$ cat src/rtl/stog_pkg.sv
`timescale 1ns / 1ps

package stog_pkg;

    // Configuration port.
    localparam int CFG_IDX_W  = 2;
    localparam int CFG_DATA_W = 9;

    localparam logic [CFG_IDX_W-1:0] CFG_GRID_COLUMNS   = 2'd0;
    localparam logic [CFG_IDX_W-1:0] CFG_GRID_ROWS      = 2'd1;
    localparam logic [CFG_IDX_W-1:0] CFG_TILE_SIZE_LOG2 = 2'd2;

    localparam int SIDE_CFG_W  = 9;
    localparam int SHIFT_CFG_W = 4;

    localparam logic [SIDE_CFG_W-1:0]  GRID_COLUMNS_RST   = 9'd80;
    localparam logic [SIDE_CFG_W-1:0]  GRID_ROWS_RST      = 9'd45;
    localparam logic [SHIFT_CFG_W-1:0] TILE_SIZE_LOG2_RST = 4'd4;
    localparam logic [SHIFT_CFG_W-1:0] MAX_TILE_SHIFT     = 4'd8;

    // Result field widths.
    localparam int TILE_W  = 8;
    localparam int PIXEL_W = 16;
    localparam int ORDER_W = 16;

    // Walk headings.
    localparam logic [1:0] HEAD_RIGHT = 2'd0;
    localparam logic [1:0] HEAD_DOWN  = 2'd1;
    localparam logic [1:0] HEAD_LEFT  = 2'd2;
    localparam logic [1:0] HEAD_UP    = 2'd3;

    typedef struct packed {
        logic capture;
        logic calc_total;
        logic center;
        logic start_walk;
        logic advance;
        logic load_out;
        logic found;
    } t_dp_cmd;

    typedef struct packed {
        logic count_zero;
        logic count_below_total;
        logic hit;
        logic spiral_done;
        logic out_free;
    } t_dp_status;

endpackage

$ cat src/rtl/stog_ctrl.sv
`timescale 1ns / 1ps

module stog_ctrl (
    input  logic                i_clk,
    input  logic                i_rst_n,
    input  logic                i_in_valid,
    output logic                o_in_stall,
    input  stog_pkg::t_dp_status i_status,
    output stog_pkg::t_dp_cmd    o_cmd
);

    localparam logic [2:0] S_IDLE   = 3'd0;
    localparam logic [2:0] S_PREP   = 3'd1;
    localparam logic [2:0] S_DECIDE = 3'd2;
    localparam logic [2:0] S_STEP   = 3'd3;
    localparam logic [2:0] S_EMIT   = 3'd4;

    logic [2:0] r_state;
    logic [2:0] n_state;
    logic       r_found;
    logic       n_found;

    assign o_in_stall = (r_state != S_IDLE);

    always_comb begin
        n_state = r_state;
        n_found = r_found;
        o_cmd   = '0;
        unique case (r_state)
            S_IDLE: begin
                if (i_in_valid) begin
                    o_cmd.capture = 1'b1;
                    n_state       = S_PREP;
                end
            end
            S_PREP: begin
                o_cmd.calc_total = 1'b1;
                n_state          = S_DECIDE;
            end
            S_DECIDE: begin
                if (!i_status.count_below_total) begin
                    n_found = 1'b0;
                    n_state = S_EMIT;
                end else if (i_status.count_zero) begin
                    o_cmd.center = 1'b1;
                    n_found      = 1'b1;
                    n_state      = S_EMIT;
                end else begin
                    o_cmd.start_walk = 1'b1;
                    n_state          = S_STEP;
                end
            end
            S_STEP: begin
                if (i_status.hit) begin
                    n_found = 1'b1;
                    n_state = S_EMIT;
                end else if (i_status.spiral_done) begin
                    n_found = 1'b0;
                    n_state = S_EMIT;
                end else begin
                    o_cmd.advance = 1'b1;
                end
            end
            S_EMIT: begin
                if (i_status.out_free) begin
                    o_cmd.load_out = 1'b1;
                    o_cmd.found    = r_found;
                    n_state        = S_IDLE;
                end
            end
            default: begin
                n_state = S_IDLE;
            end
        endcase
    end

    always_ff @(posedge i_clk) begin
        if (!i_rst_n) begin
            r_state <= S_IDLE;
            r_found <= 1'b0;
        end else begin
            r_state <= n_state;
            r_found <= n_found;
        end
    end

    // A position inside the grid always ends the walk with a tile.
    a_hit_emits: assert property (@(posedge i_clk) disable iff (!i_rst_n)
        (r_state == S_STEP) && i_status.hit |=> (r_state == S_EMIT) && r_found)
        else $error("walk hit did not lead to a tile result");

    // The spiral never advances once it already covers every grid.
    a_no_runaway: assert property (@(posedge i_clk) disable iff (!i_rst_n)
        o_cmd.advance |-> !i_status.spiral_done)
        else $error("walk advanced past the spiral limit");

    // A result is only loaded while the output register can take it.
    a_load_free: assert property (@(posedge i_clk) disable iff (!i_rst_n)
        o_cmd.load_out |-> i_status.out_free && (r_state == S_EMIT))
        else $error("result loaded over a waiting result");

    // A new item always starts with the total computed from the latched sizes.
    a_prep_order: assert property (@(posedge i_clk) disable iff (!i_rst_n)
        o_cmd.capture |=> (r_state == S_PREP) ##1 (r_state == S_DECIDE))
        else $error("item skipped the preparation steps");

endmodule

$ cat src/rtl/stog_dp.sv
`timescale 1ns / 1ps

module stog_dp #(
    parameter int MAX_GRID_SIDE = 256
) (
    input  logic                                 i_clk,
    input  logic                                 i_rst_n,
    input  stog_pkg::t_dp_cmd                    i_cmd,
    output stog_pkg::t_dp_status                 o_status,
    input  logic                                 i_restart,
    input  logic [stog_pkg::SIDE_CFG_W-1:0]      i_grid_columns,
    input  logic [stog_pkg::SIDE_CFG_W-1:0]      i_grid_rows,
    input  logic [stog_pkg::SHIFT_CFG_W-1:0]     i_tile_size_log2,
    output logic                                 o_out_valid,
    input  logic                                 i_out_stall,
    output logic [stog_pkg::TILE_W-1:0]          o_tile_column,
    output logic [stog_pkg::TILE_W-1:0]          o_tile_row,
    output logic [stog_pkg::PIXEL_W-1:0]         o_pixel_x,
    output logic [stog_pkg::PIXEL_W-1:0]         o_pixel_y,
    output logic [stog_pkg::ORDER_W-1:0]         o_order_number,
    output logic                                 o_is_last,
    output logic                                 o_exhausted
);

    localparam int SW           = $clog2(MAX_GRID_SIDE + 1);
    localparam int TW           = 2 * SW;
    localparam int CW           = $clog2(MAX_GRID_SIDE * MAX_GRID_SIDE + 1);
    localparam int SPIRAL_LIMIT = 2 * MAX_GRID_SIDE + 2;
    localparam int RW           = $clog2(SPIRAL_LIMIT + 2);
    localparam int WW           = RW + 1;

    // Sizes latched when an item is taken, and the tile total computed from them.
    logic [SW-1:0]                       r_cols;
    logic [SW-1:0]                       r_rows;
    logic [stog_pkg::SHIFT_CFG_W-1:0]    r_shift;
    logic [TW-1:0]                       r_total;

    // Walk state.
    logic [CW-1:0]        r_count;
    logic signed [WW-1:0] r_wcol;
    logic signed [WW-1:0] r_wrow;
    logic [1:0]           r_heading;
    logic [RW-1:0]        r_run;
    logic [RW-1:0]        r_step;
    logic                 r_pair;
    logic                 r_moved;

    logic r_out_valid;

    logic [RW-1:0]                n_step_inc;
    logic                         in_grid;
    logic [stog_pkg::PIXEL_W-1:0] col_wide;
    logic [stog_pkg::PIXEL_W-1:0] row_wide;
    logic [TW-1:0]                count_ext;

    assign n_step_inc = r_step + RW'(1);
    assign count_ext  = TW'(r_count);

    assign in_grid = !r_wcol[WW-1] && !r_wrow[WW-1]
                  && (r_wcol < $signed({1'b0, r_cols}))
                  && (r_wrow < $signed({1'b0, r_rows}));

    assign col_wide = stog_pkg::PIXEL_W'(unsigned'(r_wcol));
    assign row_wide = stog_pkg::PIXEL_W'(unsigned'(r_wrow));

    assign o_status.count_zero        = (r_count == '0);
    assign o_status.count_below_total = (count_ext < r_total);
    assign o_status.hit               = r_moved && in_grid;
    assign o_status.spiral_done       = (r_run > RW'(SPIRAL_LIMIT));
    assign o_status.out_free          = !r_out_valid || !i_out_stall;

    assign o_out_valid = r_out_valid;

    always_ff @(posedge i_clk) begin
        if (!i_rst_n) begin
            r_count   <= '0;
            r_wcol    <= '0;
            r_wrow    <= '0;
            r_heading <= stog_pkg::HEAD_RIGHT;
            r_run     <= RW'(1);
            r_step    <= '0;
            r_pair    <= 1'b0;
            r_moved   <= 1'b0;
        end else begin
            if (i_cmd.capture && i_restart) begin
                r_count <= '0;
            end
            if (i_cmd.center) begin
                r_wcol    <= WW'({1'b0, (r_cols >> 1)});
                r_wrow    <= WW'({1'b0, (r_rows >> 1)});
                r_heading <= stog_pkg::HEAD_RIGHT;
                r_run     <= RW'(1);
                r_step    <= '0;
                r_pair    <= 1'b0;
            end
            if (i_cmd.start_walk) begin
                r_moved <= 1'b0;
            end
            if (i_cmd.advance) begin
                r_moved <= 1'b1;
                unique case (r_heading)
                    stog_pkg::HEAD_RIGHT: r_wcol <= r_wcol + WW'(1);
                    stog_pkg::HEAD_DOWN:  r_wrow <= r_wrow + WW'(1);
                    stog_pkg::HEAD_LEFT:  r_wcol <= r_wcol - WW'(1);
                    default:              r_wrow <= r_wrow - WW'(1);
                endcase
                if (n_step_inc >= r_run) begin
                    r_step    <= '0;
                    r_heading <= r_heading + 2'd1;
                    r_pair    <= !r_pair;
                    if (r_pair) begin
                        r_run <= r_run + RW'(1);
                    end
                end else begin
                    r_step <= n_step_inc;
                end
            end
            if (i_cmd.load_out && i_cmd.found) begin
                r_count <= r_count + CW'(1);
            end
        end
    end

    // Effective sizes: clamp to the grid limit and to the largest tile shift, then form the tile total.
    always_ff @(posedge i_clk) begin
        if (i_cmd.capture) begin
            r_cols  <= (i_grid_columns > MAX_GRID_SIDE) ? SW'(MAX_GRID_SIDE)
                                                        : SW'(i_grid_columns);
            r_rows  <= (i_grid_rows > MAX_GRID_SIDE) ? SW'(MAX_GRID_SIDE)
                                                     : SW'(i_grid_rows);
            r_shift <= (i_tile_size_log2 > stog_pkg::MAX_TILE_SHIFT)
                       ? stog_pkg::MAX_TILE_SHIFT : i_tile_size_log2;
        end
        if (i_cmd.calc_total) begin
            r_total <= TW'(r_cols) * TW'(r_rows);
        end
    end

    always_ff @(posedge i_clk) begin
        if (!i_rst_n) begin
            r_out_valid <= 1'b0;
        end else if (i_cmd.load_out) begin
            r_out_valid <= 1'b1;
        end else if (!i_out_stall) begin
            r_out_valid <= 1'b0;
        end
    end

    always_ff @(posedge i_clk) begin
        if (i_cmd.load_out) begin
            if (i_cmd.found) begin
                o_tile_column  <= stog_pkg::TILE_W'(col_wide);
                o_tile_row     <= stog_pkg::TILE_W'(row_wide);
                o_pixel_x      <= col_wide << r_shift;
                o_pixel_y      <= row_wide << r_shift;
                o_order_number <= stog_pkg::ORDER_W'(r_count);
                o_is_last      <= ((count_ext + TW'(1)) == r_total);
                o_exhausted    <= 1'b0;
            end else begin
                o_tile_column  <= '0;
                o_tile_row     <= '0;
                o_pixel_x      <= '0;
                o_pixel_y      <= '0;
                o_order_number <= '0;
                o_is_last      <= 1'b0;
                o_exhausted    <= 1'b1;
            end
        end
    end

endmodule

$ cat src/rtl/spiral_tile_order_generator_unit.sv
`timescale 1ns / 1ps

// Spiral tile order generator. Each request item returns one result item: the
// next tile of an outward square spiral that starts at the center tile of the
// grid, or an exhausted flag once every tile has been handed out or the walk
// passes the spiral limit; restart set begins the walk again. A request that
// returns the first tile of a walk, or that finds the tile count already
// reached, passes through the prepare, decide and emit states without walking.
// Any other request walks the spiral with its position held in column and row
// registers, stepped once a cycle and tested against the grid bounds on the next;
// it walks the next tile's position and every off-grid position skipped before
// it, or every position up to the spiral limit when no tile is found. Each
// request's result appears in the same cycle as the input frees.
// A finished result waits in the output register while the next request is
// taken; a request whose result is ready waits further, with the input held
// off, for as long as the previous result is stalled there.
// Grid sizes and tile shift are sampled when a request is taken.
module spiral_tile_order_generator_unit #(
    parameter int MAX_GRID_SIDE = 256
) (
    input  logic                              i_clk,
    input  logic                              i_rst_n,
    input  logic                              i_in_valid,
    output logic                              o_in_stall,
    input  logic                              i_restart,
    output logic                              o_out_valid,
    input  logic                              i_out_stall,
    output logic [stog_pkg::TILE_W-1:0]       o_tile_column,
    output logic [stog_pkg::TILE_W-1:0]       o_tile_row,
    output logic [stog_pkg::PIXEL_W-1:0]      o_pixel_x,
    output logic [stog_pkg::PIXEL_W-1:0]      o_pixel_y,
    output logic [stog_pkg::ORDER_W-1:0]      o_order_number,
    output logic                              o_is_last,
    output logic                              o_exhausted,
    input  logic                              i_cfg_valid,
    output logic                              o_cfg_ready,
    input  logic [stog_pkg::CFG_IDX_W-1:0]    i_cfg_index,
    input  logic [stog_pkg::CFG_DATA_W-1:0]   i_cfg_data
);

    logic [stog_pkg::SIDE_CFG_W-1:0]  r_grid_columns;
    logic [stog_pkg::SIDE_CFG_W-1:0]  r_grid_rows;
    logic [stog_pkg::SHIFT_CFG_W-1:0] r_tile_size_log2;

    stog_pkg::t_dp_cmd    cmd;
    stog_pkg::t_dp_status status;

    assign o_cfg_ready = 1'b1;

    always_ff @(posedge i_clk) begin
        if (!i_rst_n) begin
            r_grid_columns   <= stog_pkg::GRID_COLUMNS_RST;
            r_grid_rows      <= stog_pkg::GRID_ROWS_RST;
            r_tile_size_log2 <= stog_pkg::TILE_SIZE_LOG2_RST;
        end else if (i_cfg_valid) begin
            unique case (i_cfg_index)
                stog_pkg::CFG_GRID_COLUMNS: begin
                    r_grid_columns <= stog_pkg::SIDE_CFG_W'(i_cfg_data);
                end
                stog_pkg::CFG_GRID_ROWS: begin
                    r_grid_rows <= stog_pkg::SIDE_CFG_W'(i_cfg_data);
                end
                stog_pkg::CFG_TILE_SIZE_LOG2: begin
                    r_tile_size_log2 <= stog_pkg::SHIFT_CFG_W'(i_cfg_data);
                end
                default: begin
                end
            endcase
        end
    end

    stog_ctrl u_ctrl (
        .i_clk      (i_clk),
        .i_rst_n    (i_rst_n),
        .i_in_valid (i_in_valid),
        .o_in_stall (o_in_stall),
        .i_status   (status),
        .o_cmd      (cmd)
    );

    stog_dp #(
        .MAX_GRID_SIDE (MAX_GRID_SIDE)
    ) u_dp (
        .i_clk            (i_clk),
        .i_rst_n          (i_rst_n),
        .i_cmd            (cmd),
        .o_status         (status),
        .i_restart        (i_restart),
        .i_grid_columns   (r_grid_columns),
        .i_grid_rows      (r_grid_rows),
        .i_tile_size_log2 (r_tile_size_log2),
        .o_out_valid      (o_out_valid),
        .i_out_stall      (i_out_stall),
        .o_tile_column    (o_tile_column),
        .o_tile_row       (o_tile_row),
        .o_pixel_x        (o_pixel_x),
        .o_pixel_y        (o_pixel_y),
        .o_order_number   (o_order_number),
        .o_is_last        (o_is_last),
        .o_exhausted      (o_exhausted)
    );

endmodule

$ cat config.mk
export PLATFORM = sky130hd
export DESIGN_NAME = spiral_tile_order_generator_unit
export DESIGN_NICKNAME = d
export VERILOG_FILES = /design/src/rtl/stog_pkg.sv /design/src/rtl/stog_ctrl.sv /design/src/rtl/stog_dp.sv /design/src/rtl/spiral_tile_order_generator_unit.sv
export SDC_FILE = /design/constraint.sdc
export NUM_CORES = 1
export LEC_CHECK = 0
export ABC_AREA = 1
export ABC_CLOCK_PERIOD_IN_PS = 4100
export BUFFER_PORTS_ARGS = -buffer_cell sky130_fd_sc_hd__buf_2
export CAP_MARGIN = 0
export CORE_MARGIN = 2
export CORE_UTILIZATION = 50
export CTS_CLUSTER_SIZE = 40
export DETAILED_ROUTE_END_ITERATION = 12
export PLACE_DENSITY_LB_ADDON = 0.3
export SLEW_MARGIN = 15
export SYNTH_ARGS = -nofsm -noshare
export SYNTH_HDL_FRONTEND = slang
export SYNTH_SLANG_ARGS = --single-unit
$ cat constraint.sdc
create_clock -name i_clk -period 4.1 [get_ports i_clk]
set_input_delay 0.615 -clock i_clk [delete_from_list [all_inputs] [get_ports i_clk]]
set_output_delay 0.615 -clock i_clk [all_outputs]
set_load 0.03 [all_outputs]
==> impl_metrics.json, run 1 <==
{
  "min-delay-start": "i_cfg_data[4]",
  "io_buffers": 84,
  "drv_cap": 0,
  "synth_most_common_cell": "nand2_1",
  "maxSlewViolCount": 0,
  "ys.flop_type": "edfxtp_1",
  "track_usage_pct": 22.8,
  "power_density_nw_per_um2": 576,
  "grt_pass1_wl_mm": 53.4,
  "slew_headroom_pct": 44.7,
  "layout.nets": 2072,
  "num-fill-cells": 2466,
  "clock-sinks": 196,
  "r2r-end": "u_dp.r_total[15]",
  "cp.required_ns": 4.30,
  "cts_buffers": 17,
  "drive_gt1_share_pct": 15.1,
  "synthCells": 1785,
  "worstHoldEndpoint": "r_grid_columns[4]",
  "viasPerCell": 5.20,
  "grt_pass1_vias": 11001,
  "path_max_fanout": 6,
  "netlist_area_um2": 14000,
  "insertion_delay_ns": 0.46,
  "yosysTopAreaCell": "edfxtp_1",
  "placed_area_um2": 15000,
  "dpl.cell_count": 2231,
  "grt-ovfl-total": 0,
  "fin_cells": 2287,
  "fin_worst_skew_ns": 0.0152,
  "layout_min_cycle_time_ns": 4.16,
  "synth_area_per_cell_um2": 7.83,
  "power.leakage_nw": 7.56,
  "ys_async_sr_fraction_pct": 0,
  "syn_nets": 1961,
  "hold_buffers": 0,
  "min_path_cells": 3,
  "initialDrtViolationCount": 797,
  "area_growth_pct": 14.8,
  "crit_start": "u_dp.r_rows[4]",
  "cts_tree": "yes",
  "ys_ff_latch": 196,
  "clk_pin_slew_ns": 0.08,
  "die-height_um": 171,
  "synth_warnings": 0,
  "synthTopCellsByCount": "nand2_1, inv_1, nor2_1",
  "htree_levels": 4,
  "dp_slack_ns": -0.163,
  "start_kind": "flop",
  "finalWorstSetupSlack_ns": -0.0619,
  "wirelength_mm": 32.8,
  "ys_top_cells_by_area": "edfxtp_1, dfxtp_1, nand2_1",
  "post_drt_wl_per_cell_um": 14.3,
  "fin_area_um2": 16100,
  "yosysTopAreaCellShare_pct": 22.8,
  "vias": 11885,
  "die_w_um": 171,
  "critPathCaptureType": "flop",
  "finalCritPeriodShare_pct": 102,
  "design_power_total_mw": 9.25,
  "hold_violations": 0,
  "setup_viol": 4,
  "r2r-start": "u_dp.r_rows[4]",
  "cts_buffer_depth": 2,
  "ir_worst_vdd_v": 0.000875,
  "hold_class": "in -> reg",
  "path_class": "reg -> reg",
  "dp_hpwl_mm": 24.6,
  "ys_seq_area_share_pct": 35.6,
  "regToRegSetupSlack_ns": -0.06,
  "tightest_slew_ns": 0.829,
  "route.detailed.drc": 0,
  "drt_first_pass_iters": 5,
  "n_antenna_cell": 0,
  "rsz0062_at_grt": "yes",
  "reg2regPathDepth": 18,
  "max_freq_ghz": 0.240,
  "routabilityCongestion": 0.912,
  "start_util_pct": 50.6,
  "grt_max_degree": 67,
  "postRouteAntennaNets": 0,
  "root_buffer": "clkbuf_16",
  "core_um2": 27600,
  "synth_edf_count": 106,
  "status": "finished with violations",
  "yosysUniqueCellTypes": 52,
  "io_pins": 86,
  "violations": "negative setup slack",
  "antenna_found_initial": 0,
  "rows": 61,
  "cp.arrival_ns": 4.36,
  "die-area_um2": 29300
}
-- critical path: stages, from the launching register on --
cell      delay (ns)
edfxtp_1        0.52
buf_4           0.20
buf_6           0.11
nand2_1         0.05
inv_1           0.05
fa_2            0.37
fa_1            0.48
ha_1            0.28
inv_1           0.05
fa_1            0.53
inv_1           0.07
ha_4            0.26
a21oi_2         0.15
nand2_2         0.10
a21oi_4         0.19
o21ai_4         0.08
a21boi_2        0.17
o21ai_1         0.09
xor2_1          0.16
-- registers in the layout, indices dropped and copies added (netlist names), 2 cells and up --
| signal | flops |
|---|---|
| r_tile_size_log2 | 4 |
| u_dp.o_pixel_x | 16 |
| u_dp.o_pixel_y | 16 |
| u_dp.r_total | 18 |
| u_dp.o_order_number | 16 |
| r_grid_columns | 9 |
| u_dp.r_cols | 9 |
| u_dp.o_tile_column | 8 |
| u_dp.r_shift | 4 |
| u_dp.r_step | 10 |
| u_dp.r_rows | 9 |
| u_dp.r_run | 10 |
| r_grid_rows | 9 |
| u_dp.r_count | 17 |
| u_dp.r_wcol | 11 |
| u_dp.r_wrow | 11 |
| u_ctrl.r_state | 3 |
| u_dp.r_heading | 2 |
| u_dp.o_tile_row | 8 |
-- metal layers --
layer	up-vias	track usage [%]	wire length, µm
met5	-	0	0
met4	0	6.71	584
met3	47	3.13	1800
met2	367	37.5	15300
met1	5481	31.3	15100
li1	5990	-	-
-- cells by family (layout without fill, tap and decap cells) --
logic type                 Yosys count  after routing  synth area share (%)
and+or+nand+nor                    742            742                  22.8
buffers and inverters              372            496                  10.4
AOI/OAI and AO/OA                  258            258                  10.3
DFF                                196            196                  35.6
adders and majority gates          159            159                  17.0
xor gates and xnor gates            52             52                  3.45
muxes                                5              5                 0.358
other                                1              1                0.0268
-- worst max path at each step --
stage	to	slack [ns]	depth (start not counted)
4_1_cts	u_dp.r_total[14]	0.001	19
2_1_floorplan	u_dp.r_total[15]	-0.01	17
3_5_place_dp	u_dp.r_total[15]	-0.16	17
3_3_place_gp	u_dp.r_total[15]	-0.08	17
6_report	u_dp.r_total[15]	-0.06	18
5_1_grt	u_dp.r_total[14]	-0.19	17
-- timing repair --
action,CTS,global route
endpoints found under the setup margin,8,8
gates resized for setup,33,30
endpoints found under the hold margin,0,0
pin swaps,43,27
setup buffers,14,10
-- final cells by class --
cell class	count	area [µm²]	share of cell area (%)
multi-input combinational	1217	7820	48.7
sequential	196	4980	31.0
inverter	303	1140	7.08
timing repair buffer	161	1030	6.40
tap	378	473	2.95
clock buffer	18	439	2.73
clock inverter	14	173	1.08
-- where the power goes --
| group | total, mW | switching, mW | internal [mW] |
|---|---|---|---|
| sequential | 2.54 | 0.147 | 2.39 |
| combinational | 4.99 | 2.70 | 2.29 |
| clock | 1.72 | 0.878 | 0.845 |
| total | 9.25 | 3.73 | 5.53 |
-- cell usage in the layout, fill, tap and decap left out, types with 5 or more instances in the layout --
| cell | n |
|---|---|
| a21oi_1 | 112 |
| a21oi_4 | 5 |
| xnor2_1 | 10 |
| fa_2 | 5 |
| o21ai_0 | 72 |
| nor2_1 | 156 |
| buf_6 | 8 |
| dfxtp_1 | 90 |
| buf_2 | 84 |
| inv_1 | 284 |
| nor3_1 | 17 |
| o211ai_1 | 18 |
| a21o_1 | 5 |
| o21a_1 | 5 |
| clkbuf_16 | 17 |
| fa_1 | 47 |
| ha_1 | 98 |
| nand2_1 | 387 |
| o22ai_1 | 6 |
| mux2i_1 | 5 |
| ha_4 | 8 |
| xor2_1 | 39 |
| a31oi_1 | 5 |
| nand2_2 | 16 |
| nand4_1 | 27 |
| edfxtp_1 | 106 |
| nor3_2 | 6 |
| inv_2 | 18 |
| buf_4 | 69 |
| clkinv_8 | 5 |
| or2_2 | 6 |
| nor2_4 | 7 |
| nand3_1 | 102 |
-- per-stage QoR --
stage | TNS, ns | hold WS (ns) | util [%]
after floorplan | -0.0128 | 0.441 | -
after global placement | -0.265 | 0.465 | 54.3
after detailed placement | -0.654 | 0.465 | 54.3
after CTS | 0 | 0.378 | 57.5
after global routing | -1.01 | 0.395 | 58.1
final | -0.117 | 0.390 | 58.1
Note: power is estimated with default switching activity, not from simulation.
==> inputs of run 2 (changes only) <==
- ABC_AREA: 1 -> default
==> impl_metrics.json, run 2 <==
{
  "status": "finished with violations",
  "violations": "negative setup slack",
  "r2r-end": "u_dp.r_total[16]",
  "synth-simple-area-share_pct": 18.0,
  "ys.flop_type": "edfxtp_1",
  "r2r-start": "u_dp.r_cols[0]",
  "grt_pass1_wl_mm": 51.5,
  "reg_top3": "u_dp.r_total (18), u_dp.r_count (17)",
  "grt_max_degree": 45,
  "synth_area_per_cell_um2": 9.36,
  "synth_xor_area_share_pct": 3.85,
  "cts_buffer_depth": 2,
  "min_path_cells": 3,
  "setup_viol": 6,
  "syn_nets": 1611,
  "synth_most_common_cell": "nor2_1",
  "critPathCaptureType": "flop",
  "io_pins": 86,
  "wl_met1_mm": 14.9,
  "seqPwrFrac_pct": 30.0,
  "setup_tns_ns": -1.26,
  "fin_worst_skew_ns": 0.0182,
  "layout_min_cycle_time_ns": 4.45,
  "tightest_slew_ns": 1.00,
  "p_sw_share_pct": 36.3,
  "power.leakage_nw": 6.71,
  "cp.required_ns": 4.29,
  "cts_tree": "yes",
  "path_max_fanout": 7,
  "ys_async_sr_fraction_pct": 0,
  "switchingPower_mw": 2.98,
  "final_common_cell": "nor2_1",
  "fin_cells": 1947,
  "synthTopCellsByCount": "nor2_1, inv_1, nand2_1",
  "mostFrequentLayoutCells": "nor2_1, inv_1, nand2_1, edfxtp_1, buf_4",
  "track_usage_pct": 22.6,
  "finalCritPeriodShare_pct": 109,
  "ys_top_cells_by_area": "edfxtp_1, dfxtp_1, ha_1",
  "netlist_area_um2": 13400,
  "routabilityCongestion": 0.923,
  "clock-sinks": 196,
  "dp_hpwl_mm": 23.2,
  "initialDrtViolationCount": 1118,
  "synth_edf_count": 106,
  "core_um2": 26700,
  "start_util_pct": 50.4,
  "rows": 60,
  "post_drt_wl_per_cell_um": 16.3,
  "drive_gt1_share_pct": 19.8,
  "clk_pin_slew_ns": 0.08,
  "finalCoreUtilization_pct": 59.4,
  "power_density_nw_per_um2": 519,
  "min-delay-start": "i_cfg_data[5]",
  "slew_headroom_pct": 33.2,
  "ir_worst_vdd_v": 0.000459,
  "finalWorstSetupSlack_ns": -0.354,
  "synthCells": 1435,
  "top_register": "u_dp.r_total",
  "p_clk_share_pct": 20.1,
  "yosysTopAreaCellShare_pct": 23.7,
  "yosys.area_share.adder_pct": 17.7,
  "die_w_um": 168,
  "synth_warnings": 0,
  "grt_pass1_vias": 10399,
  "viasPerCell": 5.56,
  "drt_first_pass_iters": 5,
  "wl_met2_mm": 14.6,
  "vias": 10817,
  "root_buffer": "clkbuf_16",
  "ys_seq_area_share_pct": 37.1,
  "yosysUniqueCellTypes": 74,
  "wirelength_mm": 31.8,
  "yosysTopAreaCell": "edfxtp_1",
  "routed.top_layer": "met4",
  "muxShareOfSynthArea_pct": 4.55,
  "n_antenna_cell": 0,
  "synth_top_family_by_area": "simple AND/OR/NAND/NOR gates",
  "reg2regPathDepth": 19,
  "area_growth_pct": 17.8,
  "hold_violations": 0,
  "antenna_found_initial": 0,
  "largest_reg_flops": 18,
  "io_buffers": 84,
  "cp.arrival_ns": 4.65,
  "postRouteAntennaNets": 0,
  "worstHoldEndpoint": "r_grid_rows[5]",
  "die-area_um2": 28200,
  "start_kind": "flop",
  "ys_ff_latch": 196,
  "maxSlewViolCount": 0,
  "combinationalPowerShare_pct": 49.9,
  "layout.nets": 1769,
  "die-height_um": 168,
  "drv_cap": 0,
  "cts_buffers": 17,
  "hold_buffers": 0,
  "regToRegSetupSlack_ns": -0.35,
  "grt-ovfl-total": 0,
  "rsz0062_at_grt": "yes",
  "hold_class": "in -> reg",
  "path_class": "reg -> reg",
  "insertion_delay_ns": 0.45,
  "dpl.cell_count": 1889,
  "max_freq_ghz": 0.225,
  "synth_compound_area_share_pct": 13.1,
  "p_int_mw": 5.24,
  "route.detailed.drc": 0,
  "htree_levels": 4,
  "dr_wl_met3_mm": 1.53
}
==> run 2: cells by family (layout without fill, tap and decap cells) <==
group	after synthesis	count (layout)
buf+inv	195	366
compound gates	265	265
other cells	1	1
mux	60	60
flops	196	196
simple gates	500	500
fa+ha+maj	159	159
xor+xnor	59	59
==> run 2: repair_timing <==
item | CTS | global route
resized for setup | 36 | 32
setup endpoints to repair | 6 | 9
pin swaps | 24 | 23
setup buffers | 22 | 8
==> run 2: layout make-up <==
class,instances,area (µm²)
Fill cell,2196,10800
Tap cell,341,427
Inverter,138,543
Clock buffer,18,429
Multi-Input combinational cell,1044,7970
Sequential cell,196,4980
Timing Repair Buffer,196,1330
Clock inverter,14,144
==> run 2: critical path: stages (launching register included) <==
cell and delay, ns:
edfxtp_1 0.41, buf_4 0.13, buf_4 0.14, and2_1 0.15, ha_1 0.21, inv_1 0.09, fa_1 0.54, inv_1 0.06
fa_1 0.57, inv_2 0.05, fa_1 0.54, inv_2 0.05, ha_4 0.22, o21a_1 0.11, o31a_1 0.11, o211ai_1 0.16
nand2_1 0.10, a41o_1 0.22, o41ai_2 0.25, xnor2_1 0.09
==> run 2: routing by layer <==
layer	vias up	track usage (%)
met5	-	0
met4	0	7.67
met3	51	3.62
met2	312	36.7
met1	5137	30.9
li1	5317	-
==> run 2: stage by stage <==
stage          cell area [µm²]  power (mW)  setup slack [ns]  hold slack, ns
4_1_cts                  15700        7.77            -0.239           0.397
2_1_floorplan            13500        4.76           -0.0745           0.432
6_report                 15800        8.21            -0.354           0.398
5_1_grt                  15800        8.75            -0.545           0.416
3_5_place_dp             14800        5.86            -0.297           0.445
3_3_place_gp             14800        5.78            -0.246           0.439
==> run 2: power groups by stage <==
stage | Sequential (mW) | Clock, mW | Combinational, mW
global placement | 2.50 | 0 | 3.28
finish | 2.46 | 1.65 | 4.10
detailed placement | 2.51 | 0 | 3.35
floorplan | 2.49 | 0 | 2.27
global route | 2.48 | 1.76 | 4.51
CTS | 2.46 | 1.67 | 3.63
==> run 2: worst max path at each step <==
stage                              start                to  slack [ns]  cells after the start
after CTS                 u_dp.r_rows[0]  u_dp.r_total[16]       -0.24                     16
after global routing      u_dp.r_cols[0]  u_dp.r_total[16]       -0.55                     19
after floorplan           u_dp.r_rows[2]  u_dp.r_total[16]       -0.07                     17
final                     u_dp.r_cols[0]  u_dp.r_total[16]       -0.35                     19
after global placement    u_dp.r_cols[5]  u_dp.r_total[16]       -0.25                     16
after detailed placement  u_dp.r_cols[2]  u_dp.r_total[16]       -0.30                     16
